**src/hdl/gqtl_pkg.sv**
```systemverilog
// Shared types, constants and fixed-point helpers for the glyph quad layout.
// Depends on nothing; every module of the block imports it.
package gqtl_pkg;

   localparam int MAX_TEXT_LENGTH = 256;
   localparam int CNT_W = $clog2(MAX_TEXT_LENGTH);
   localparam logic [CNT_W-1:0] TEXT_LIMIT = CNT_W'(MAX_TEXT_LENGTH - 1);

   localparam logic [15:0] CODE_NUL     = 16'd0;
   localparam logic [15:0] CODE_NEWLINE = 16'd10;
   localparam logic [15:0] CODE_SPACE   = 16'd32;

   // 0.3 in Q0.16
   localparam logic [14:0] SPACE_FRAC = 15'd19661;

   localparam int CSR_IDX_W = 3;
   localparam logic [CSR_IDX_W-1:0] CSR_LINE_HEIGHT  = 3'd0;
   localparam logic [CSR_IDX_W-1:0] CSR_SCALE_RATIO  = 3'd1;
   localparam logic [CSR_IDX_W-1:0] CSR_BOX_WIDTH    = 3'd2;
   localparam logic [CSR_IDX_W-1:0] CSR_BOX_HEIGHT   = 3'd3;
   localparam logic [CSR_IDX_W-1:0] CSR_VERTEX_COLOR = 3'd4;

   localparam logic [30:0] LINE_HEIGHT_RST  = 31'd2097152;
   localparam logic [23:0] SCALE_RATIO_RST  = 24'd65536;
   localparam logic [30:0] BOX_WIDTH_RST    = 31'd16777216;
   localparam logic [30:0] BOX_HEIGHT_RST   = 31'd16777216;
   localparam logic [31:0] VERTEX_COLOR_RST = 32'hFFFF_FFFF;
   localparam longint SPACE_RST_L = (longint'(LINE_HEIGHT_RST) * 19661 + 32768) >>> 16;
   localparam logic [30:0] SPACE_ADV_RST = 31'(SPACE_RST_L);

   localparam logic [1:0] CORNER_TL = 2'd0;
   localparam logic [1:0] CORNER_TR = 2'd1;
   localparam logic [1:0] CORNER_BR = 2'd2;
   localparam logic [1:0] CORNER_BL = 2'd3;

   localparam int QUEUE_DEPTH = 4;
   localparam int QPTR_W = $clog2(QUEUE_DEPTH);

   localparam int COORD_W = 34;           // pen + offset + size, signed Q18.16
   localparam int PROD_W  = COORD_W + 25; // times unsigned Q8.16 scale

   typedef struct packed {
      logic [30:0] line_height;
      logic [23:0] scale_ratio;
      logic [30:0] box_width;
      logic [30:0] box_height;
      logic [31:0] vertex_color;
      logic [30:0] space_adv;
   } gqtl_cfg_type;

   typedef struct packed {
      logic        first_char;
      logic [15:0] char_code;
      logic [31:0] glyph_off_x;
      logic [31:0] glyph_off_y;
      logic [30:0] glyph_width;
      logic [30:0] glyph_height;
      logic [15:0] uv_left;
      logic [15:0] uv_top;
      logic [15:0] uv_right;
      logic [15:0] uv_bottom;
      logic [30:0] glyph_advance;
   } gqtl_item_type;

   // One placed glyph: top-left corner before scaling, size and UVs.
   typedef struct packed {
      logic [32:0] pos_x;
      logic [32:0] pos_y;
      logic [30:0] width;
      logic [30:0] height;
      logic [15:0] uv_left;
      logic [15:0] uv_top;
      logic [15:0] uv_right;
      logic [15:0] uv_bottom;
   } gqtl_quad_type;

   typedef struct packed {
      logic [1:0]  corner;
      logic [31:0] vert_x;
      logic [31:0] vert_y;
      logic [15:0] tex_u;
      logic [15:0] tex_v;
      logic [31:0] color_out;
      logic        last_corner;
   } gqtl_vertex_type;

   // Signed value plus unsigned value, clipped at the signed 32-bit top.
   function automatic logic [31:0] sat_add_u31(input logic [31:0] a, input logic [30:0] b);
      logic [32:0] s;
      s = {a[31], a} + {2'b00, b};
      return (s[32] != s[31]) ? 32'h7FFF_FFFF : s[31:0];
   endfunction

   function automatic logic [PROD_W-1:0] scale_mul(input logic [COORD_W-1:0] v,
                                                   input logic [23:0] r);
      return PROD_W'($signed(v) * $signed({1'b0, r}));
   endfunction

   // floor(product / 2^16) greater than an unsigned limit
   function automatic logic scaled_gt(input logic [PROD_W-1:0] p, input logic [30:0] lim);
      return $signed(p[PROD_W-1:16]) > $signed({{(PROD_W-47){1'b0}}, lim});
   endfunction

   // floor(product / 2^16) clipped to signed 32 bits
   function automatic logic [31:0] sat_scaled(input logic [PROD_W-1:0] p);
      logic [PROD_W-17:0] s;
      s = p[PROD_W-1:16];
      if (!s[PROD_W-17] && (|s[PROD_W-18:31])) begin
         return 32'h7FFF_FFFF;
      end else if (s[PROD_W-17] && !(&s[PROD_W-18:31])) begin
         return 32'h8000_0000;
      end else begin
         return s[31:0];
      end
   endfunction

endpackage

```
**src/hdl/gqtl_queue.sv**
```systemverilog
// Small quad queue between the front end and the vertex back end.
// Depends on gqtl_pkg.
module gqtl_queue import gqtl_pkg::*; (
   input  logic          clock,
   input  logic          reset,
   input  logic          push,
   input  gqtl_quad_type push_quad,
   output logic          full,
   output logic          head_valid,
   output gqtl_quad_type head_quad,
   input  logic          pop
);

   gqtl_quad_type     mem_ff [QUEUE_DEPTH];
   logic [QPTR_W-1:0] wr_ptr_ff, rd_ptr_ff;
   logic [QPTR_W:0]   count_ff;
   logic              do_push, do_pop;

   assign full       = (count_ff == (QPTR_W+1)'(QUEUE_DEPTH));
   assign head_valid = (count_ff != '0);
   assign head_quad  = mem_ff[rd_ptr_ff];
   assign do_push    = push && !full;
   assign do_pop     = pop && head_valid;

   always_ff @(posedge clock) begin
      if (reset) begin
         wr_ptr_ff <= '0;
         rd_ptr_ff <= '0;
         count_ff  <= '0;
      end else begin
         if (do_push) begin
            wr_ptr_ff <= wr_ptr_ff + 1'b1;
         end
         if (do_pop) begin
            rd_ptr_ff <= rd_ptr_ff + 1'b1;
         end
         if (do_push && !do_pop) begin
            count_ff <= count_ff + 1'b1;
         end else if (do_pop && !do_push) begin
            count_ff <= count_ff - 1'b1;
         end
      end
   end

   always_ff @(posedge clock) begin
      if (do_push) begin
         mem_ff[wr_ptr_ff] <= push_quad;
      end
   end

endmodule

```
**config.mk**
```make
export PLATFORM = sky130hd
export DESIGN_NAME = gqtl_queue
export DESIGN_NICKNAME = d
export VERILOG_FILES = /design/src/hdl/gqtl_pkg.sv /design/src/hdl/gqtl_queue.sv
export SDC_FILE = /design/constraint.sdc
export NUM_CORES = 1
export LEC_CHECK = 0
export CAP_MARGIN = 5
export CORE_MARGIN = 3
export CORE_UTILIZATION = 60
export CTS_CLUSTER_SIZE = 24
export DETAILED_ROUTE_END_ITERATION = 8
export DONT_BUFFER_PORTS = 1
export PLACE_DENSITY = 0.76
export RECOVER_POWER = 100
export SLEW_MARGIN = 5
export SYNTH_ARGS = -nofsm -noshare
export SYNTH_HDL_FRONTEND = slang
export SYNTH_SLANG_ARGS = --single-unit
```
**constraint.sdc**
```tcl
create_clock -name clock -period 9.7 [get_ports clock]
set_clock_uncertainty 0.15 [all_clocks]
set_input_delay 0.485 -clock clock [delete_from_list [all_inputs] [get_ports clock]]
set_output_delay 0.485 -clock clock [all_outputs]
set_load 0.1 [all_outputs]
```
# Word level (Yosys, flattened, before mapping)
# Memory sizes are Yosys's and may differ from the RTL's. A register that Yosys moved wholly into a read port is not among the register bits.
# Index checks and enable logic that the tools add are counted.
[op_classes] reduce_logical=9 n_addsub=4 eq_ne=1 mux=6
[ops] op="3-bit 2-to-1 mux" count=2
[ops] op="2-bit by 1-bit adder with 2-bit output (second input constant)" count=2
[ops] op="1-bit logical AND" count=4
[ops] op="2-bit 2-to-1 mux" count=2
[ops] op="3-bit by 1-bit adder with 3-bit output (second input constant)" count=1
[ops] op="3-bit equality test (second input constant)" count=1
[ops] op="1-bit logical NOT" count=3
[ops] op="3-bit nonzero test" count=1
[ops] op="3-bit by 1-bit subtractor with 3-bit output (second input constant)" count=1
[ops] op="1-bit 2-to-1 mux" count=2
[ops] op="2-bit nonzero test" count=1
[totals] word_cells=24 output_inout_bits=194 input_bits=196 memories=1 register_bits=7 mem_bits_rw=768
[memory_table] memory="mem_ff" words=4 width=192 rd=1 rd_clocked_by_memory_dff=1 wr=1 line_no="gqtl_queue.sv:14" text="gqtl_quad_type mem_ff [QUEUE_DEPTH];"

# Longest topological paths before layout
# Gate-level depths: netlist (run 1).
[depth] word_depth=7 ltp_mapped=8 mapped_depth_nobuf=8

# Worst setup path before layout (run 1)
# No wires, ideal clock.
[synth_path] path_kind="flip-flop to flip-flop" start="reg count_ff[2]" end="mem mem_ff[0][0] (netlist bit) (enable)" arrival_ps=5442 n_path_buf=0 required_ps=8445 setup_time_ps=1105 path_slack_ps=3003 path_stages_with_launch=4 synth_period_minus_slack_ps=6697 path_cell_list="dfxtp_1 nor3b_1 nor2_1 and2_1"
[synth_via] elab_chain_len=5
[synth_rtl] item="from (decl)" line_no="gqtl_queue.sv:16" text="logic [QPTR_W:0] count_ff;"
[synth_rtl] item="from (signal assigned)" line_no="gqtl_queue.sv:38" text="count_ff <= count_ff + 1'b1;"
[synth_rtl] item="from (signal assigned)" line_no="gqtl_queue.sv:40" text="count_ff <= count_ff - 1'b1;"
[synth_rtl] item="3-bit equality test" line_no="gqtl_queue.sv:19" text="assign full = (count_ff == (QPTR_W+1)'(QUEUE_DEPTH));"
[synth_rtl] item="named net full" line_no="gqtl_queue.sv:8" text="output logic full,"
[synth_rtl] item="1-bit logical NOT" line_no="gqtl_queue.sv:22" text="assign do_push = push && !full;"
[synth_rtl] item="1-bit logical AND" line_no="gqtl_queue.sv:22"
[synth_rtl] item="named net do_push" line_no="gqtl_queue.sv:17" text="logic do_push, do_pop;"
[synth_rtl] item="1-bit 2-to-1 mux" line_no="gqtl_queue.sv:46" text="if (do_push) begin"
[synth_rtl] item="1-bit 2-to-1 mux (implied by the code)" line_no="gqtl_queue.sv:47" text="mem_ff[wr_ptr_ff] <= push_quad;"
[synth_rtl] item="to (decl)" line_no="gqtl_queue.sv:14"
# The timed path passes the listed nets, and every way through them passes these cells.

# Final worst setup path (run 1)
[layout_path] start="reg count_ff[0]" end="mem mem_ff[0][152] (netlist bit) (enable)"
[layout_via] elab_chain_len=5
[layout_rtl] item="3-bit equality test" line_no="gqtl_queue.sv:19"
[layout_rtl] item="1-bit logical NOT" line_no="gqtl_queue.sv:22"
[layout_rtl] item="1-bit logical AND" line_no="gqtl_queue.sv:22"
[layout_rtl] item="named net do_push" line_no="gqtl_queue.sv:17"
[layout_rtl] item="1-bit 2-to-1 mux" line_no="gqtl_queue.sv:46"
[layout_rtl] item="1-bit 2-to-1 mux (implied by the code)" line_no="gqtl_queue.sv:47"
# The timed path passes the listed nets, and every way through them passes these cells.

==> results of run 1 <==
## registers in the layout (all words and copies together), names as in the netlist, named ones only
register / flops
count_ff: 3
rd_ptr_ff: 2
wr_ptr_ff: 2
mem_ff: 768
## final timing paths
kind,from,end,cells past startpoint
setup reg to reg,count_ff[0],mem_ff[0][152],4
hold / removal,pop,rd_ptr_ff[0],3
hold reg to reg,wr_ptr_ff[1],wr_ptr_ff[1],2
setup / recovery,count_ff[0],mem_ff[0][152],4
## cells by family (layout without fill, tap and decap cells)
family                     Yosys count  in the layout  share of synthesized area (%)
muxes                              194            194                           15.3
other                                0              7                              0
adders and majority gates            6              6                          0.291
AOI/OAI and AO/OA                    6              6                          0.128
buffers and inverters               48            342                           1.90
and+or+nand+nor                     16             16                          0.304
xor gates and xnor gates             4              4                          0.123
DFF                                777            777                           81.9
## cell usage after synthesis, drive strengths merged
| master | number |
|---|---|
| a21oi | 2 |
| o31ai | 1 |
| ha | 5 |
| nor3b | 1 |
| and2 | 4 |
| nand2b | 2 |
| mux2i | 2 |
| fa | 1 |
| clkbuf | 4 |
| buf | 40 |
| inv | 4 |
| o311ai | 1 |
| mux4 | 192 |
| xor2 | 4 |
| or3 | 3 |
| dfxtp | 9 |
| edfxtp | 768 |
| o21ai | 2 |
| nor2 | 6 |
## worst max-delay path, delay by kind of cell, from the launching register on
family	cells	cell delay, ps
and+or+nand+nor	3	3680
buffers and inverters	1	1770
DFF	1	460
## metal layers
| layer | wire (µm) | vias to the layer above | part of all wire [%] | global-route usage, % |
|---|---|---|---|---|
| met5 | 27 | - | 0.046 | 0 |
| met4 | 1330 | 4 | 2.3 | 7.22 |
| met3 | 5060 | 99 | 8.7 | 6.79 |
| met2 | 30300 | 592 | 52 | 39.6 |
| met1 | 21600 | 6521 | 37 | 31.5 |
| li1 | - | 5039 | - | - |
## through the flow
step | setup slack (ps) | hold WS, ps | utilization, % | instance area [µm²]
6_report | 3110 | 59.6 | 70.9 | 33100
5_1_grt | 2650 | 75.0 | 70.9 | 33100
4_1_cts | 5450 | 20.1 | 71.0 | 33100
3_5_place_dp | 6100 | 360 | 61.6 | 28800
3_3_place_gp | 6070 | 342 | 61.6 | 28800
2_1_floorplan | 3000 | 332 | - | 28400
## layout make-up
type	instances	area (µm²)	share of cell area, %
repair buffers	207	2040	6.17
well taps	607	759	2.29
inverters	4	15.0	0.0454
flip-flops and latches	777	23200	70.2
clock buffers	98	2120	6.41
diodes	7	17.5	0.0529
clock inverters	33	315	0.953
multi-input cells	226	4580	13.8
==> summary.md, run 1 <==
| Metric | Value |
|---|---|
| Outcome | `complete, but fails checks` |
| Failing checks | `max-capacitance violations, max-slew violations` |
| Initial core utilization | `60.8%` |
| IO Port Bufs | `0` |
| Share of layout cells above drive strength 1 | `23.0%` |
| Core footprint | `0.0467 mm²` |
| Placed Instances | `1,627` |
| Crit-path max FO | `68` |
| Final Hold Fails | `0` |
| Slew Limit Fails | `414` |
| Top cells by area, synth | `edfxtp_1, mux4_2, buf_12, dfxtp_1, buf_2` |
| Yosys reg bits | `777` |
| Tightest Pin Transition | `5200 ps` |
| Clock sinks | `777` |
| Worst path slowest cell | `and2_0` |
| Hold Buf Count CTS | `194` |
| Dpl hpwl | `30,500 µm` |
| Achievable Freq | `0.152 GHz` |
| DRT iter0 DRCs | `1,087` |
| Ys Warns | `0` |
| Largest stage delay on the critical path | `3230 ps` |
| CTS tree | `yes` |
| Commonest cells after routing, fill and taps aside | `edfxtp_1, dlygate4sd3_1, mux4_2` |
| Final cell count without fillers | `1,959` |
| Worst-Skew Late Latency | `600 ps` |
| Setup_tns | `0 ps` |
| CTS Buffer Depth | `3` |
| RSZ-0062 raised after global routing | `no` |
| Min Tclk post-route | `6590 ps` |
| GRT Overall Usage | `23.9%` |
| Count of different cell masters after synthesis | `22` |
| Post-route ant nets | `0` |
| # IOs | `390` |
| Slew headroom | `-246%` |
| Drt drc | `0` |
| Critical Path AT | `6620 ps` |
| Antenna violations before repair | `6` |
| Avg Cell Area, Syn | `27.0 µm²` |
| Die Span Y | `223 µm` |
| Die Span X | `223 µm` |
| Period utilization | `67.9%` |
| Fill count | `2,543` |
| Post-Syn Area | `0.0284 mm²` |
| H-tree depth | `3` |
| Vias per cell | `6.26` |
| Largest net degree at the start of global routing | `97` |
| First-pass GRT wire length | `86,900 µm` |
| Drt wl/cell | `29.8 µm` |
| Crit-path cells | `nor3b_1 > nor2_1 > and2_0 > clkbuf_2` |
| Post-CTS Resized | `0` |
| Grt total ovfl | `0` |
| Setup repair bufs after CTS | `0` |
| Vias in the first global route | `13,000` |
| Required @ worst endpoint | `9730 ps` |
| Critical path endpoint category | `flop` |
| HP Class | `in2reg` |
| Register area share after synthesis | `81.9%` |
| Commonest non-fill, non-tap cell in the layout | `edfxtp_1` |
| Yosys top cell area share | `81.3%` |
| Root Buffer | `clkbuf_16` |
| Drt first pass iters | `5` |
| Startpoint Class | `flop` |
| Num rows | `79` |
| Die area | `0.0499 mm²` |
| Cells after synthesis | `1,051` |
| CTS buffer count | `74` |
| Area delta synth->final | `16.7%` |
| Nets | `1,492` |
| # Max-Cap Violations | `7` |
| Flop-to-flop setup slack | `3110 ps` |
| Post-Syn Nets | `1,253` |
| Total Wirelength | `58,300 µm` |
| WS Path Type | `reg2reg` |
| Placer Congestion | `0.734` |
| Clock-pin transition on the worst setup and hold timing paths | `60 ps` |
| Via count | `12,300` |
| Setup violations, final | `0` |
| Largest area contributor in the netlist | `edfxtp_1` |
Power of run 1 is not shown: default switching activity piles up to over one toggle a cycle in this logic, so the estimate is an artifact.
==> run 2, diff against run 1 <==
--- a/config.mk
+++ b/config.mk
@@ -7,11 +7,11 @@
 export LEC_CHECK = 0
 export CAP_MARGIN = 5
 export CORE_MARGIN = 3
-export CORE_UTILIZATION = 60
+export CORE_UTILIZATION = 57
 export CTS_CLUSTER_SIZE = 24
 export DETAILED_ROUTE_END_ITERATION = 8
 export DONT_BUFFER_PORTS = 1
-export PLACE_DENSITY = 0.76
+export PLACE_DENSITY = 0.75
 export RECOVER_POWER = 100
 export SLEW_MARGIN = 5
 export SYNTH_ARGS = -nofsm -noshare
==> constraint.sdc (replaced) <==
create_clock -name clock -period 5.85 [get_ports clock]
set_clock_uncertainty 0.15 [all_clocks]
set_input_delay 0.2925 -clock clock [delete_from_list [all_inputs] [get_ports clock]]
set_output_delay 0.2925 -clock clock [all_outputs]
set_load 0.1 [all_outputs]
==> run 2 against run 1 <==
  * The flow still finishes with violations (max-capacitance violations, max-slew violations)
  * Setup slack worse by 1700 ps
  * Via count rose by 0.33%
  * Sequential cell count unchanged
  * Utilization is 3.3 points lower
  * Critical path depth shrank 2
==> summary.md, run 2 (same netlist as run 1, synthesis figures left out) <==
| Metric | Value |
|---|---|
| Post-route ant nets | `0 (unchanged)` |
| HP Class | `in2reg` |
| WS Path Type | `reg2out` |
| Commonest non-fill, non-tap cell in the layout | `edfxtp_1` |
| Area of the multi-input gates | `0.00459 mm² (+0.11%)` |
| Nets | `1,496 (+0.27%)` |
| Dpl hpwl | `30,500 µm (+0.10%)` |
| Post-place setup slack | `2750 ps (-3350 ps)` |
| Setup repair bufs after CTS | `0 (unchanged)` |
| First-pass GRT wire length | `89,100 µm (+2.5%)` |
| Tightest Pin Transition | `3050 ps (-2150 ps)` |
| Largest register FFs | `768 (unchanged)` |
| Vias in the first global route | `13,200 (+1.7%)` |
| CTS buffer count | `75 (+1.4%)` |
| Share of layout cells above drive strength 1 | `22.6% (-0.42 points)` |
| Num rows | `81 (+2.5%)` |
| Die Span X | `229 µm (+2.5%)` |
| IO Port Bufs | `0 (unchanged)` |
| GRT Overall Usage | `23.0% (-0.83 points)` |
| Setup ws final | `1370 ps (-1740 ps)` |
| # Max-Cap Violations | `6 (-1)` |
| Area delta synth->final | `17.0%` |
| Startpoint Class | `flop` |
| Failing checks | `max-capacitance violations, max-slew violations` |
| Drt first pass iters | `4 (-1)` |
| Period utilization | `76.6%` |
| Root Buffer | `clkbuf_16` |
| Grt total ovfl | `0 (unchanged)` |
| Drt wl/cell | `29.3 µm (-1.7%)` |
| # IOs | `390 (unchanged)` |
| Final Hold Fails | `0 (unchanged)` |
| Vias per cell | `6.08 (-2.8%)` |
| Setup_tns | `0 ps (unchanged)` |
| Reg area | `0.0232 mm² (unchanged)` |
| Core Util, Final | `67.7% (-3.3 points)` |
| Setup violations, final | `0 (unchanged)` |
| Drt drc | `0 (unchanged)` |
| Antenna violations before repair | `10 (+4)` |
| Die area | `0.0525 mm² (+5.1%)` |
| Min Tclk post-route | `4480 ps` |
| CTS tree | `yes` |
| Critical Path AT | `4040 ps (-2580 ps)` |
| Crit-path max FO | `107 (+57%)` |
| CTS Buffer Depth | `3 (unchanged)` |
| Worst-Skew Late Latency | `590 ps (about the same)` |
| Biggest regs | `mem_ff: 768 flops, count_ff: 3 flops` |
| Placer Congestion | `0.738 (+0.52%)` |
| Largest net degree at the start of global routing | `117 (+21%)` |
| RSZ-0062 raised after global routing | `no` |
| Via count | `12,300 (+0.33%)` |
| Fill count | `2,936 (+15%)` |
| Worst Hold Depth | `1 (-2)` |
| Commonest cells after routing, fill and taps aside | `edfxtp_1, dlygate4sd3_1, mux4_2` |
| Reg-to-reg startpoint | `count_ff[0]` |
| Hold Path Origin | `push_quad[17]` |
| Clock-pin transition on the worst setup and hold timing paths | `60 ps (about the same)` |
| DRT iter0 DRCs | `1,136 (+4.5%)` |
| Clock sinks | `777 (unchanged)` |
| H-tree depth | `3 (unchanged)` |
| Achievable Freq | `0.223 GHz` |
| Slew Limit Fails | `357 (-14%)` |
| Initial core utilization | `57.8% (-3.0 points)` |
| Die Span Y | `229 µm (+2.5%)` |
| Core footprint | `0.0491 mm² (+5.1%)` |
| Required @ worst endpoint | `5410 ps (-4320 ps)` |
| Worst Reg-to-Reg Cells | `4 (unchanged)` |
| Largest Register | `mem_ff` |
| Hold slack | `242 ps (+183 ps)` |
| Slew headroom | `-103% (+140 points)` |
| Critical path endpoint category | `primary output` |
| Total Wirelength | `59,200 µm (+1.5%)` |
| Outcome | `complete, but fails checks` |
-- run 2: cell types whose count changed in the layout (fill, tap and decap cells not counted), moves of 2 or more --
cell	delta
diode_2	+4
and2_4	+2
dlygate4sd3_1	+2
clkbuf_8	-3
clkbuf_1	+5
buf_12	+5
clkbuf_16	-2
clkinv_1	+3
and2_0	-2
clkinvlp_4	-2
buf_4	-6
-- run 2: final timing paths --
path,endpoint,slack [ps]
max,head_quad[113],1370
min,mem_ff[1][17],240
max reg2reg,mem_ff[0][113],1430
min reg2reg,count_ff[2],380
-- run 2: routing by layer --
layer	vias to the layer above	track usage, %	share of wire (%)
met1	6535	29.7	36
met5	-	0	0.025
met3	96	8.16	9.7
met2	618	37.6	51
met4	2	7.16	2.7
li1	5044	-	-
-- run 2: through the flow --
| step | std cells | cell area, µm² |
|---|---|---|
| floorplan | 1051 | 28400 |
| global placement | 1685 | 28900 |
| detailed placement | 1685 | 28900 |
| CTS | 2012 | 33200 |
| global route | 2020 | 33200 |
| finish | 2023 | 33200 |
-- run 2: cell type report --
cell class                 instances  share of cell area [%]
sequential                       777                    70.0
antenna                           11                  0.0829
tap                              664                    2.50
timing repair buffer             210                    6.41
multi-input combinational        226                    13.8
inverter                           4                  0.0452
clock buffer                      98                    6.17
clock inverter                    33                   0.912
-- run 2: timing repair --
action	in CTS	in global routing
hold buffers	196	0
gates resized for setup	0	0
endpoints found under the hold margin	777	0
-- run 2: worst max-delay path, cell delays in order, from the launching register on --
cell and delay (ps):
dfxtp_1 1980, buf_12 530, mux4_2 740
Power of run 2 is left out for the same reason.
==> run 3, diff against run 2 <==
--- a/config.mk
+++ b/config.mk
@@ -5,6 +5,7 @@
 export SDC_FILE = /design/constraint.sdc
 export NUM_CORES = 1
 export LEC_CHECK = 0
+export ABC_AREA = 1
 export CAP_MARGIN = 5
 export CORE_MARGIN = 3
 export CORE_UTILIZATION = 57
==> constraint.sdc (replaced) <==
create_clock -name clock -period 3.9 [get_ports clock]
set_clock_uncertainty 0.15 [all_clocks]
set_input_delay 0.195 -clock clock [delete_from_list [all_inputs] [get_ports clock]]
set_output_delay 0.195 -clock clock [all_outputs]
set_load 0.1 [all_outputs]
==> run 3 against run 2 <==
  * The flow still finishes with violations (max-capacitance violations, max-slew violations)
  * Final area grew 8.7%
  * Worst hold slack lost 110 ps
  * Utilization grew 5.1 points
  * Sequential share of layout area shrank 5.6 points
  * Setup slack lost 1100 ps
  * Synthesized cell count grew 83%
  * Count of clock-buffer cells in the layout shrank 7
  * Register-to-register slack lost 960 ps
  * Non-clock buffer count grew 214
  * First-iteration DRC count grew 87%
  * Wire length grew 28%
  * Global-route usage grew 5.0 points
  * Highest routed layer is now met4
==> summary.md, run 3 <==
| Metric | Value |
|---|---|
| Outcome | `complete, but fails checks` |
| Failing checks | `max-capacitance violations, max-slew violations` |
| Post-route ant nets | `0 (unchanged)` |
| Power per cell area | `856 mW/mm²` |
| Flop-to-flop setup slack | `470 ps (-960 ps)` |
| Worst-Skew Late Latency | `610 ps (+20 ps)` |
| Largest register FFs | `768 (unchanged)` |
| Drt drc | `0 (unchanged)` |
| CTS tree | `yes` |
| Wire length on met1 | `27,200 µm (+27%)` |
| Post-Syn Area | `0.0290 mm² (+2.1%)` |
| Post-Syn Nets | `2,128 (+70%)` |
| Count leader, synth | `edfxtp_1` |
| # Max-Cap Violations | `6 (unchanged)` |
| Via count | `18,800 (+53%)` |
| Achievable Freq | `0.278 GHz` |
| Avg Cell Area, Syn | `15.0 µm² (-44%)` |
| Vias per cell | `6.18 (+1.7%)` |
| Clock-pin transition on the worst setup and hold timing paths | `60 ps (about the same)` |
| Critical Path AT | `3260 ps (-780 ps)` |
| Biggest regs | `mem_ff: 768 flops, count_ff: 3 flops` |
| Setup_tns | `0 ps (unchanged)` |
| Async S/R FF share, synth | `0% (unchanged)` |
| Commonest non-fill, non-tap cell in the layout | `edfxtp_1` |
| Top routing layer used | `met4` |
| Nets | `2,503 (+67%)` |
| H-tree depth | `3 (unchanged)` |
| Area delta synth->final | `24.6%` |
| Total Wirelength | `75,500 µm (+28%)` |
| GRT Overall Usage | `28.1% (+5.0 points)` |
| Die Span X | `231 µm (+1.0%)` |
| Register area share after synthesis | `80.3% (-1.7 points)` |
| Placer Congestion | `0.801 (+8.6%)` |
| Reg-to-reg startpoint | `count_ff[0]` |
| Period utilization | `92.4%` |
| Cells after synthesis | `1,926 (+83%)` |
| HP Class | `in2reg` |
| IO Port Bufs | `0 (unchanged)` |
| Ys Warns | `0 (unchanged)` |
| Placed Instances | `2,690 (+60%)` |
| RSZ-0062 raised after global routing | `no` |
| WS Path Type | `reg2out` |
| Core footprint | `0.0496 mm² (+1.0%)` |
| Final cell count without fillers | `3,039 (+50%)` |
| Setup repair bufs after CTS | `0 (unchanged)` |
| Vias in the first global route | `19,300 (+46%)` |
| Metal2 WL | `39,100 µm (+28%)` |
| Prevailing post-synth register cell | `edfxtp_1` |
| Setup violations, final | `0 (unchanged)` |
| Dpl hpwl | `38,200 µm (+25%)` |
| Drt first pass iters | `5 (+1)` |
| Post-synth EDFFs | `768 (unchanged)` |
| Root Buffer | `clkbuf_16` |
| Synth cell count leaders | `edfxtp_1, nor2_1, o21ai_0, o22ai_1, o21ai_1` |
| Critical path endpoint category | `primary output` |
| Yosys reg bits | `777 (unchanged)` |
| CTS Buffer Depth | `3 (unchanged)` |
| Count of different cell masters after synthesis | `21 (-4.5%)` |
| Die Span Y | `231 µm (+1.0%)` |
| Clock sinks | `777 (unchanged)` |
| CTS buffer count | `76 (+1.3%)` |
| Tightest Pin Transition | `1950 ps (-1100 ps)` |
| First-pass GRT wire length | `115,000 µm (+29%)` |
| Drt wl/cell | `24.9 µm (-15%)` |
| Slew Limit Fails | `176 (-51%)` |
| Worst r2r dst | `mem_ff[1][113]` |
| Largest area contributor in the netlist | `edfxtp_1` |
| Antenna violations before repair | `11 (+1)` |
| P_leak | `12.3 nW` |
| Critical Path Sink | `head_quad[84]` |
| Yosys top cell area share | `79.6% (-1.7 points)` |
| Crit-path max FO | `192 (+79%)` |
| Largest net degree at the start of global routing | `193 (+65%)` |
| Metal3 WL | `7000 µm (+21%)` |
| Die area | `0.0535 mm² (+2.0%)` |
| Share of layout cells above drive strength 1 | `22.3% (-0.24 points)` |
| Min Tclk post-route | `3600 ps` |
| Final Hold Fails | `0 (unchanged)` |
| Grt total ovfl | `0 (unchanged)` |
| Startpoint Class | `flop` |
| DRT iter0 DRCs | `2,129 (+87%)` |
| Top cells by area, synth | `edfxtp_1, nor2_1, o21ai_0, o22ai_1, o21ai_1` |
| Worst Reg-to-Reg Cells | `5 (+1)` |
| Largest Register | `mem_ff` |
| Hold slack | `136 ps (-107 ps)` |
| # IOs | `390 (unchanged)` |
| Required @ worst endpoint | `3560 ps (-1850 ps)` |
| Commonest cells after routing, fill and taps aside | `edfxtp_1, nor2_1, o21ai_0` |
| Initial core utilization | `58.4% (+0.60 points)` |
| Post-place setup slack | `1260 ps (-1490 ps)` |
| VDD IR-drop max | `889 µV` |
| Setup ws final | `297 ps (-1070 ps)` |
| Num rows | `81 (unchanged)` |
| Slew headroom | `-30.6% (+73 points)` |
## run 3: changes by cell type in the layout (fill, tap and decap cells not counted), moves of 4 or more
cell,before,now
nand3_1,0,4
nor2_1,6,396
o21ai_1,0,116
buf_4,3,63
clkbuf_2,2,147
nand2_1,0,15
diode_2,11,18
inv_1,4,15
mux4_2,192,0
clkinv_2,10,15
o22ai_2,0,192
buf_12,6,10
o21ai_0,2,269
## run 3: repair_timing
action                    CTS  global route
hold endpoints to repair  827             0
hold buffers              197             0
gates resized for setup     0             0
## run 3: kinds of logic (layout without fill, tap and decap cells)
kind of cell               count (synthesis)  in the layout  synth area share, %
AOI/OAI and AO/OA                        580            580                 10.9
and+or+nand+nor                          418            418                 5.45
adders and majority gates                  6              6                0.285
DFF                                      777            777                 80.3
xor gates and xnor gates                   1              1               0.0303
other                                      0             18                    0
buffers and inverters                    144            575                 3.12
## run 3: cell type report
class | instances | area, µm²
clock inverters | 43 | 407
diodes | 18 | 45.0
multi-input cells | 1005 | 6020
flip-flops and latches | 777 | 23300
fillers | 2824 | 13500
well taps | 664 | 831
clock buffers | 91 | 2020
inverters | 17 | 76.3
repair buffers | 424 | 3410
## run 3: metrics by stage
step           area (µm²)  utilization [%]  power [mW]
2_1_floorplan       29000                -        20.6
3_3_place_gp        32100             64.8        23.6
3_5_place_dp        32100             64.8        23.8
4_1_cts             36500             73.7        31.2
5_1_grt             36000             72.7        31.8
6_report            36100             72.8        30.9
## run 3: worst min path at each step
stage	from	end	slack (ps)	depth (start not counted)
after global placement	reset	flop	110	1
after detailed placement	reset	flop	110	1
after CTS	push_quad[98]	mem_ff[3][98]	90	1
final	push_quad[112]	mem_ff[2][112]	140	1
after global routing	push_quad[7]	mem_ff[2][7]	130	1
after floorplan	reset	count_ff[0]	110	1
## run 3: worst max-delay path, stage by stage, from the launching register on
cell	delay [ps]
dfxtp_4	390
buf_6	870
o21ai_0	350
o22ai_2	270
clkbuf_2	490
## run 3: where the power goes
group | leakage (nW) | internal (mW) | switching, mW
combinational | 4.01 | 2.17 | 11.0
clock | 1.19 | 4.22 | 3.03
sequential | 7.11 | 10.2 | 0.259
total | 12.3 | 16.6 | 14.3
## run 3: routing by layer
| layer | global-route usage [%] | vias to the layer above |
|---|---|---|
| met5 | 0 | - |
| met1 | 35.2 | 9476 |
| met2 | 48.8 | 1103 |
| met4 | 10.0 | 0 |
| met3 | 5.92 | 150 |
| li1 | - | 8064 |
Power figures use the tool's default switching activity.
